`src/sv/pmq_pkg.sv`:
```
// Shared types and constants for the permutation move-and-query block.
package pmq_pkg;

    localparam int MAX_ITEMS = 1024;
    localparam int ADDR_W    = $clog2(MAX_ITEMS);
    localparam int ITEM_W    = ADDR_W;
    localparam int LEN_W     = 11;
    localparam int POS_W     = 10;
    localparam int VAL_W     = 10;
    localparam int CMP_W     = (LEN_W > ADDR_W + 1) ? LEN_W : ADDR_W + 1;

    localparam logic [LEN_W-1:0]  LEN_RESET = LEN_W'(1024);
    localparam logic [ADDR_W-1:0] ADDR_LAST = ADDR_W'(MAX_ITEMS - 1);

    typedef enum logic {
        OP_QUERY = 1'b0,
        OP_MOVE  = 1'b1
    } op_t;

    typedef struct packed {
        op_t              op;
        logic [POS_W-1:0] position;
        logic [POS_W-1:0] target;
    } in_item_t;

    typedef struct packed {
        logic [VAL_W-1:0] value;
        logic             out_of_range;
    } out_item_t;

    typedef enum logic [2:0] {
        ST_CLEAR,
        ST_IDLE,
        ST_QRD,
        ST_MFIRST,
        ST_MSHIFT,
        ST_MPUT
    } state_t;

    typedef struct packed {
        logic              en;
        logic [ADDR_W-1:0] addr;
        logic [ITEM_W-1:0] data;
    } ram_wr_t;

    typedef struct packed {
        logic              en;
        logic [ADDR_W-1:0] addr;
    } ram_rd_t;

endpackage

```
`src/sv/pmq_ctrl.sv`:
```
// Sequencer: store clearing pass, query lookup and entry-by-entry shift for moves.
module pmq_ctrl
    import pmq_pkg::*;
(
    input  logic              clk,
    input  logic              rst_n,
    input  logic              in_valid,
    output logic              in_ready,
    input  in_item_t          in_item,
    output logic              out_valid,
    input  logic              out_ready,
    output out_item_t         out_item,
    input  logic [CMP_W-1:0]  len_eff,
    output ram_wr_t           wr,
    output ram_rd_t           rd,
    input  logic [ITEM_W-1:0] rd_data
);

    state_t            state_reg, state_next;
    logic [ADDR_W-1:0] idx_reg, idx_next;
    logic [ADDR_W-1:0] rp_reg, rp_next;
    logic [ADDR_W-1:0] tgt_reg, tgt_next;
    logic              up_reg, up_next;
    logic [ITEM_W-1:0] moved_reg, moved_next;
    logic              oor_reg, oor_next;
    logic              out_valid_reg, out_valid_next;
    out_item_t         out_reg, out_next;

    logic [ADDR_W-1:0] step;
    logic              pos_ok, tgt_ok;

    // shared stepper: read pointer one place toward the target
    assign step   = rp_reg + (up_reg ? ADDR_W'(1) : {ADDR_W{1'b1}});
    assign pos_ok = CMP_W'(in_item.position) < len_eff;
    assign tgt_ok = CMP_W'(in_item.target) < len_eff;

    always_ff @(posedge clk or negedge rst_n)
    begin
        if (!rst_n)
        begin
            state_reg     <= ST_CLEAR;
            idx_reg       <= '0;
            out_valid_reg <= 1'b0;
        end
        else
        begin
            state_reg     <= state_next;
            idx_reg       <= idx_next;
            out_valid_reg <= out_valid_next;
        end
    end

    always_ff @(posedge clk)
    begin
        rp_reg    <= rp_next;
        tgt_reg   <= tgt_next;
        up_reg    <= up_next;
        moved_reg <= moved_next;
        oor_reg   <= oor_next;
        out_reg   <= out_next;
    end

    always_comb
    begin
        state_next     = state_reg;
        idx_next       = idx_reg;
        rp_next        = rp_reg;
        tgt_next       = tgt_reg;
        up_next        = up_reg;
        moved_next     = moved_reg;
        oor_next       = oor_reg;
        out_next       = out_reg;
        out_valid_next = out_valid_reg && !out_ready;
        in_ready       = 1'b0;
        rd.en          = 1'b0;
        rd.addr        = rp_reg;
        wr.en          = 1'b0;
        wr.addr        = idx_reg;
        wr.data        = rd_data;

        unique case (state_reg)
            ST_CLEAR:
            begin
                wr.en    = 1'b1;
                wr.data  = ITEM_W'(idx_reg);
                idx_next = idx_reg + ADDR_W'(1);
                if (idx_reg == ADDR_LAST)
                begin
                    state_next = ST_IDLE;
                end
            end
            ST_IDLE:
            begin
                in_ready = 1'b1;
                rd.addr  = ADDR_W'(in_item.position);
                if (in_valid)
                begin
                    if (in_item.op == OP_QUERY)
                    begin
                        rd.en      = pos_ok;
                        oor_next   = !pos_ok;
                        state_next = ST_QRD;
                    end
                    else if (pos_ok && tgt_ok && (in_item.position != in_item.target))
                    begin
                        rd.en      = 1'b1;
                        idx_next   = ADDR_W'(in_item.position);
                        rp_next    = ADDR_W'(in_item.position);
                        tgt_next   = ADDR_W'(in_item.target);
                        up_next    = in_item.target > in_item.position;
                        state_next = ST_MFIRST;
                    end
                end
            end
            ST_QRD:
            begin
                // read data is held until the output register frees up
                if (!out_valid_reg || out_ready)
                begin
                    out_next.value        = oor_reg ? '0 : VAL_W'(rd_data);
                    out_next.out_of_range = oor_reg;
                    out_valid_next        = 1'b1;
                    state_next            = ST_IDLE;
                end
            end
            ST_MFIRST:
            begin
                moved_next = rd_data;
                rd.en      = 1'b1;
                rd.addr    = step;
                rp_next    = step;
                state_next = ST_MSHIFT;
            end
            ST_MSHIFT:
            begin
                // write entry idx from its neighbor while the next one is read
                wr.en    = 1'b1;
                idx_next = rp_reg;
                if (rp_reg == tgt_reg)
                begin
                    state_next = ST_MPUT;
                end
                else
                begin
                    rd.en   = 1'b1;
                    rd.addr = step;
                    rp_next = step;
                end
            end
            ST_MPUT:
            begin
                wr.en      = 1'b1;
                wr.addr    = tgt_reg;
                wr.data    = moved_reg;
                state_next = ST_IDLE;
            end
            default:
            begin
                state_next = ST_IDLE;
            end
        endcase
    end

    assign out_valid = out_valid_reg;
    assign out_item  = out_reg;

endmodule

```
`config.mk`:
```
export PLATFORM = sky130hd
export DESIGN_NAME = pmq_ctrl
export DESIGN_NICKNAME = d
export VERILOG_FILES = /design/src/sv/pmq_pkg.sv /design/src/sv/pmq_ctrl.sv
export SDC_FILE = /design/constraint.sdc
export NUM_CORES = 1
export LEC_CHECK = 0
export BUFFER_PORTS_ARGS = -buffer_cell sky130_fd_sc_hd__buf_2
export CAP_MARGIN = 30
export CORE_MARGIN = 10
export CORE_UTILIZATION = 40
export DETAILED_ROUTE_END_ITERATION = 8
export SYNTH_ARGS = -nofsm -noshare
export SYNTH_HDL_FRONTEND = slang
export SYNTH_SLANG_ARGS = --single-unit
```
`constraint.sdc`:
```
create_clock -name clk -period 2.1 [get_ports clk]
set_input_delay 0 -clock clk [delete_from_list [all_inputs] [get_ports clk]]
set_output_delay 0 -clock clk [all_outputs]
set_load 0.1 [all_outputs]
```
=== Yosys cells after proc, flatten, opt, wreduce, memory -nomap -nowiden ===
Cells that the tools add are included.

* Register bits: 57
* Input port bits: 46
* Output and inout bits: 45

* Add/subtract/negate cells: 2
* Order comparisons: 3
* Equality and inequality tests: 16
* Mux-type cells: 25
* Bitwise logic cells: 1
* Reductions and logical operators: 17

{| class="wikitable"
|+ Operators by type and width
! cell !! number
|-
| $mux W10 || 6
|-
| $pmux W10 S3 || 2
|-
| $pmux W11 S3 || 1
|-
| $lt A10 B11 Y1 || 2
|-
| $pmux W10 S2 || 1
|-
| $mux W3 || 6
|-
| $pmux W3 S5 || 1
|-
| $ne A2 B2 Y1 const B || 7
|-
| $mux W11 || 1
|-
| $add A10 B1 Y10 const B || 1
|-
| $add A10 B10 Y10 || 1
|-
| $eq A10 B10 Y1 || 1
|-
| $eq A10 B10 Y1 const B || 1
|-
| $gt A10 B10 Y1 || 1
|-
| $ne A10 B10 Y1 || 1
|-
| $reduce_and A5 Y1 || 2
|-
| $reduce_and A4 Y1 || 2
|-
| $mux W1 || 7
|-
| $eq A3 B2 Y1 const B || 2
|-
| $eq A3 B3 Y1 const B || 2
|-
| $reduce_bool A3 Y1 || 2
|-
| $eq A3 B1 Y1 const B || 1
|-
| $logic_and A1 B1 Y1 || 3
|-
| $logic_not A1 Y1 || 3
|-
| other kinds (7) || 7
|}

=== Depth between registers and ports, before layout ===
* Depth after elaboration: 7
* Depth in mapped cells: 11
* Mapped depth without buffers: 10

=== Least setup slack after synthesis ===
OpenSTA, ideal clock, no wires.

* Kind: flip-flop to output port
* Start point: register rp_reg[0]
* End point: output rd[6] (netlist name)
* Arrival: 3888 ps
* Required time: 2100 ps
* Setup slack: -1788 ps
* Cell stages (with the launch flop): 8
* Path buffers: 0
* Cell sequence: edfxtp_1 -> fa_1 -> a21o_1 -> a211oi_1 -> o21bai_1 -> xor2_1 -> mux2i_1 -> o21ai_0

{| class="wikitable"
|+ RTL lines
! item !! line !! source
|-
| start, declared || pmq_ctrl.sv:21 || <nowiki>logic [ADDR_W-1:0] rp_reg, rp_next;</nowiki>
|-
| start signal, assigned || pmq_ctrl.sv:55 || <nowiki>rp_reg <= rp_next;</nowiki>
|-
| end, declared || pmq_ctrl.sv:15 || <nowiki>output ram_rd_t rd,</nowiki>
|}

==> impl_metrics.csv <==
group,metric,value,unit
detailed_routing,avgRoutedWirePerCell,19.8,microns
layout,final_core_util,67.4,%
timing,period_needed,2.68,ns
timing,max-slew-margin-rel,62.4,%
timing,setup_violations,24,
job,cap_violations,0,
setup_path,cp_max_fo,6,
run_status,status,"complete, but fails checks",
hold_path,hold_depth,3,
timing,rsz0062_at_grt,"true",
clock_tree,cts.sinks,57,
setup_path,r2r-start,"up_reg",
floorplanning,dieArea,15300,sq um
setup_path,worstPathCellList,"clkinv_4 -> buf_6 -> ha_4 -> nand4b_1 -> nand3_2 -> a31oi_4 -> o21bai_1 -> xnor2_1 -> buf_4 -> o2111a_1 -> nor2_4 -> buf_12",
timing,layout_setup_ws,-0.583,ns
yosys,synthFlopType,"edfxtp_1",
setup_path,worstRegToRegCells,11,
detailed_routing,route.detailed.drc,0,
setup_path,cp_slowest_cell,"edfxtp_1",
detailed_routing,drt-total-wl,15800,microns
hold_path,hold_class,"in2reg",
timing,hold_viol,0,
clock_tree,cts_max_path_buffers,2,
global_routing,grt_pass1_wl,24300,microns
yosys,syn_area,4290,sq um
floorplanning,initial_core_util,41.3,%
floorplanning,coreArea,10400,sq um
clock_tree,clk_latency,0.35,ns
setup_path,critPathTopFamily,"buffers and inverters",
global_routing,grt_max_degree,33,
clock_tree,cts_buffers,9,
hold_path,hold_start,"out_ready",
floorplanning,die_h,124,microns
setup_path,startpoint_type,"flip-flop",
layout,largest_reg_flops,11,
timing,tightest_slew,0.550,ns
clock_tree,cts-root-buf,"clkbuf_8",
yosys,synth_edf_count,43,
hold_path,whs_endpoint,"out_valid",
placement,io_buffers,90,
setup_path,regToRegSetupSlack,-0.25,ns
placement,dp_hpwl,12000,microns
floorplanning,num_io_pins,91,
global_routing,grt.overflow.total,0,
setup_path,worstPathArrival,2.68,ns
layout,diodes,0,
floorplanning,row_count,37,
timing,fin_crit_sh,128,%
global_routing,antenna_found_initial,0,
layout,area_growth,63.1,%
yosys,ys_seq_elements,57,
layout,nNetsFinal,743,
clock_tree,htreeDepth,3,
detailed_routing,postRouteAntennaNets,0,
yosys,synthesis.nets,538,
detailed_routing,detail_route.first_pass.iterations,6,
yosys,yosysUniqueCellTypes,58,
timing,setup_tns,-6.68,ns
layout,drive_gt1_share,47.3,%
yosys,async_reset_ff_share,24.6,%
detailed_routing,vias_per_cell,5.56,
detailed_routing,drt_iter0_drc,378,
yosys,yosysSeqAreaShare,38.3,%
yosys,avgSynthCellArea,9.44,sq um
clock_tree,clk_pin_slew,0.07,ns
setup_path,crit_type,"reg2out",
yosys,synthCells,454,
setup_path,crit_start,"up_reg",
setup_path,end_kind,"output pin",
detailed_routing,vias,4451,
setup_path,cp.required,2.10,ns
clock_tree,cts_tree,"done",
timing,slew_viol_final,0,
timing,skew,0.0107,ns
global_routing,grt_pass1_vias,4554,
global_routing,grt_usage,20.7,%
floorplanning,die_w,124,microns
run_status,violations,"setup timing",
setup_path,crit_path_max_incr_delay,0.40,ns
yosys,ys_warn_count,0,
setup_path,r2r-end,"rp_reg[9]",
placement,gp_congestion,1.02,
setup_path,cp.buffers_inverters,4,
timing,fmax,373,MHz
-- tightest hold or removal path: cells and delay by family --
family | cells | cell delay (ns)
buffers and inverters | 1 | 0.07
and+or+nand+nor | 2 | 0.26
-- metal layers --
layer | track usage [%] | wire, microns
met1 | 23.7 | 6250
met2 | 36.0 | 7870
met3 | 4.56 | 1080
met4 | 9.75 | 648
met5 | 0 | 0
-- metrics by stage --
stage	instance area [sq um]	hold WS, ns	cells	setup slack (ns)
3_5_place_dp	6050	-0.0777	744	-0.186
3_3_place_gp	6050	-0.0809	744	-0.216
2_1_floorplan	4510	-0.296	454	-0.154
6_report	6990	0.0161	800	-0.583
4_1_cts	6720	0.0145	787	-0.523
5_1_grt	6990	0.0247	800	-0.683
-- Yosys cell counts, drive strengths merged, types with 5 or more instances --
cell	number	share of area (%)
inv	31	2.7
edfxtp	43	30
buf	5	0.67
a22oi	22	3.9
nor3	6	0.70
o31a	5	1.0
a21oi	25	3.4
a32oi	6	1.2
mux2i	6	1.4
ha	37	11
a21o	12	2.2
clkbuf	16	1.4
nand2	41	3.6
dfrtp	14	8.2
nor2b	16	2.3
a31oi	5	0.73
xor2	11	2.2
nor2	29	2.5
xnor2	8	1.6
nand3	9	1.1
o31ai	7	1.2
mux2	10	2.6
o21ai	37	4.4
and3	6	0.88
-- worst max path at each step --
stage	to	cells after the start
floorplan	rd[6]	7
global placement	rd[9]	12
detailed placement	rd[9]	12
CTS	rd[9]	12
global route	rd[9]	12
finish	rd[9]	12
-- cells in the final DEF (no fill, tap or decap), types with 6 or more instances in the layout --
master          n
o21ai_4         7
a22oi_2         7
o31ai_1         7
buf_4          97
buf_2          60
a21oi_1        17
a22oi_1        15
clkbuf_8       11
buf_6           9
buf_12         28
ha_1           33
nor2_1         17
xor2_1          9
inv_1          28
mux2_2         10
a21oi_2         7
o21ai_0        12
a32oi_1         6
nand3_1         8
nor2b_1        15
a21o_1          7
o21ai_2        14
edfxtp_1       43
dlygate4sd3_1  21
and3_1          6
nand2_1        35
nor2_2          7
dfrtp_1        11
-- kinds of logic after synthesis --
| family | count (synthesis) | synth area share, % |
|---|---|---|
| multiplexers | 16 | 4.03 |
| XOR/XNOR | 19 | 3.88 |
| flip-flops | 57 | 38.3 |
| AND/OR/NAND/NOR | 125 | 13.9 |
| AO/OA/AOI/OAI | 147 | 23.8 |
| buffers and inverters | 52 | 4.79 |
| adder cells (fa/ha/maj) | 38 | 11.3 |
-- repair_timing --
item                                    CTS  global route
hold buffers                             21             0
pin swaps                                 6            26
endpoints found under the setup margin   33            47
gates cloned                              1             0
endpoints found under the hold margin    43             0
setup buffers                             5            13
resized for setup                        38            42
-- cell type report --
| class | count | area [sq um] |
|---|---|---|
| inverter | 31 | 125 |
| tap | 136 | 170 |
| clock inverter | 4 | 75.1 |
| fill | 810 | 3380 |
| multi-input combinational | 345 | 2920 |
| timing repair buffer | 215 | 1900 |
| sequential | 57 | 1650 |
| clock buffer | 12 | 155 |
Power is not shown: default switching activity piles up to over one toggle a cycle in this logic, so the estimate is an artifact.
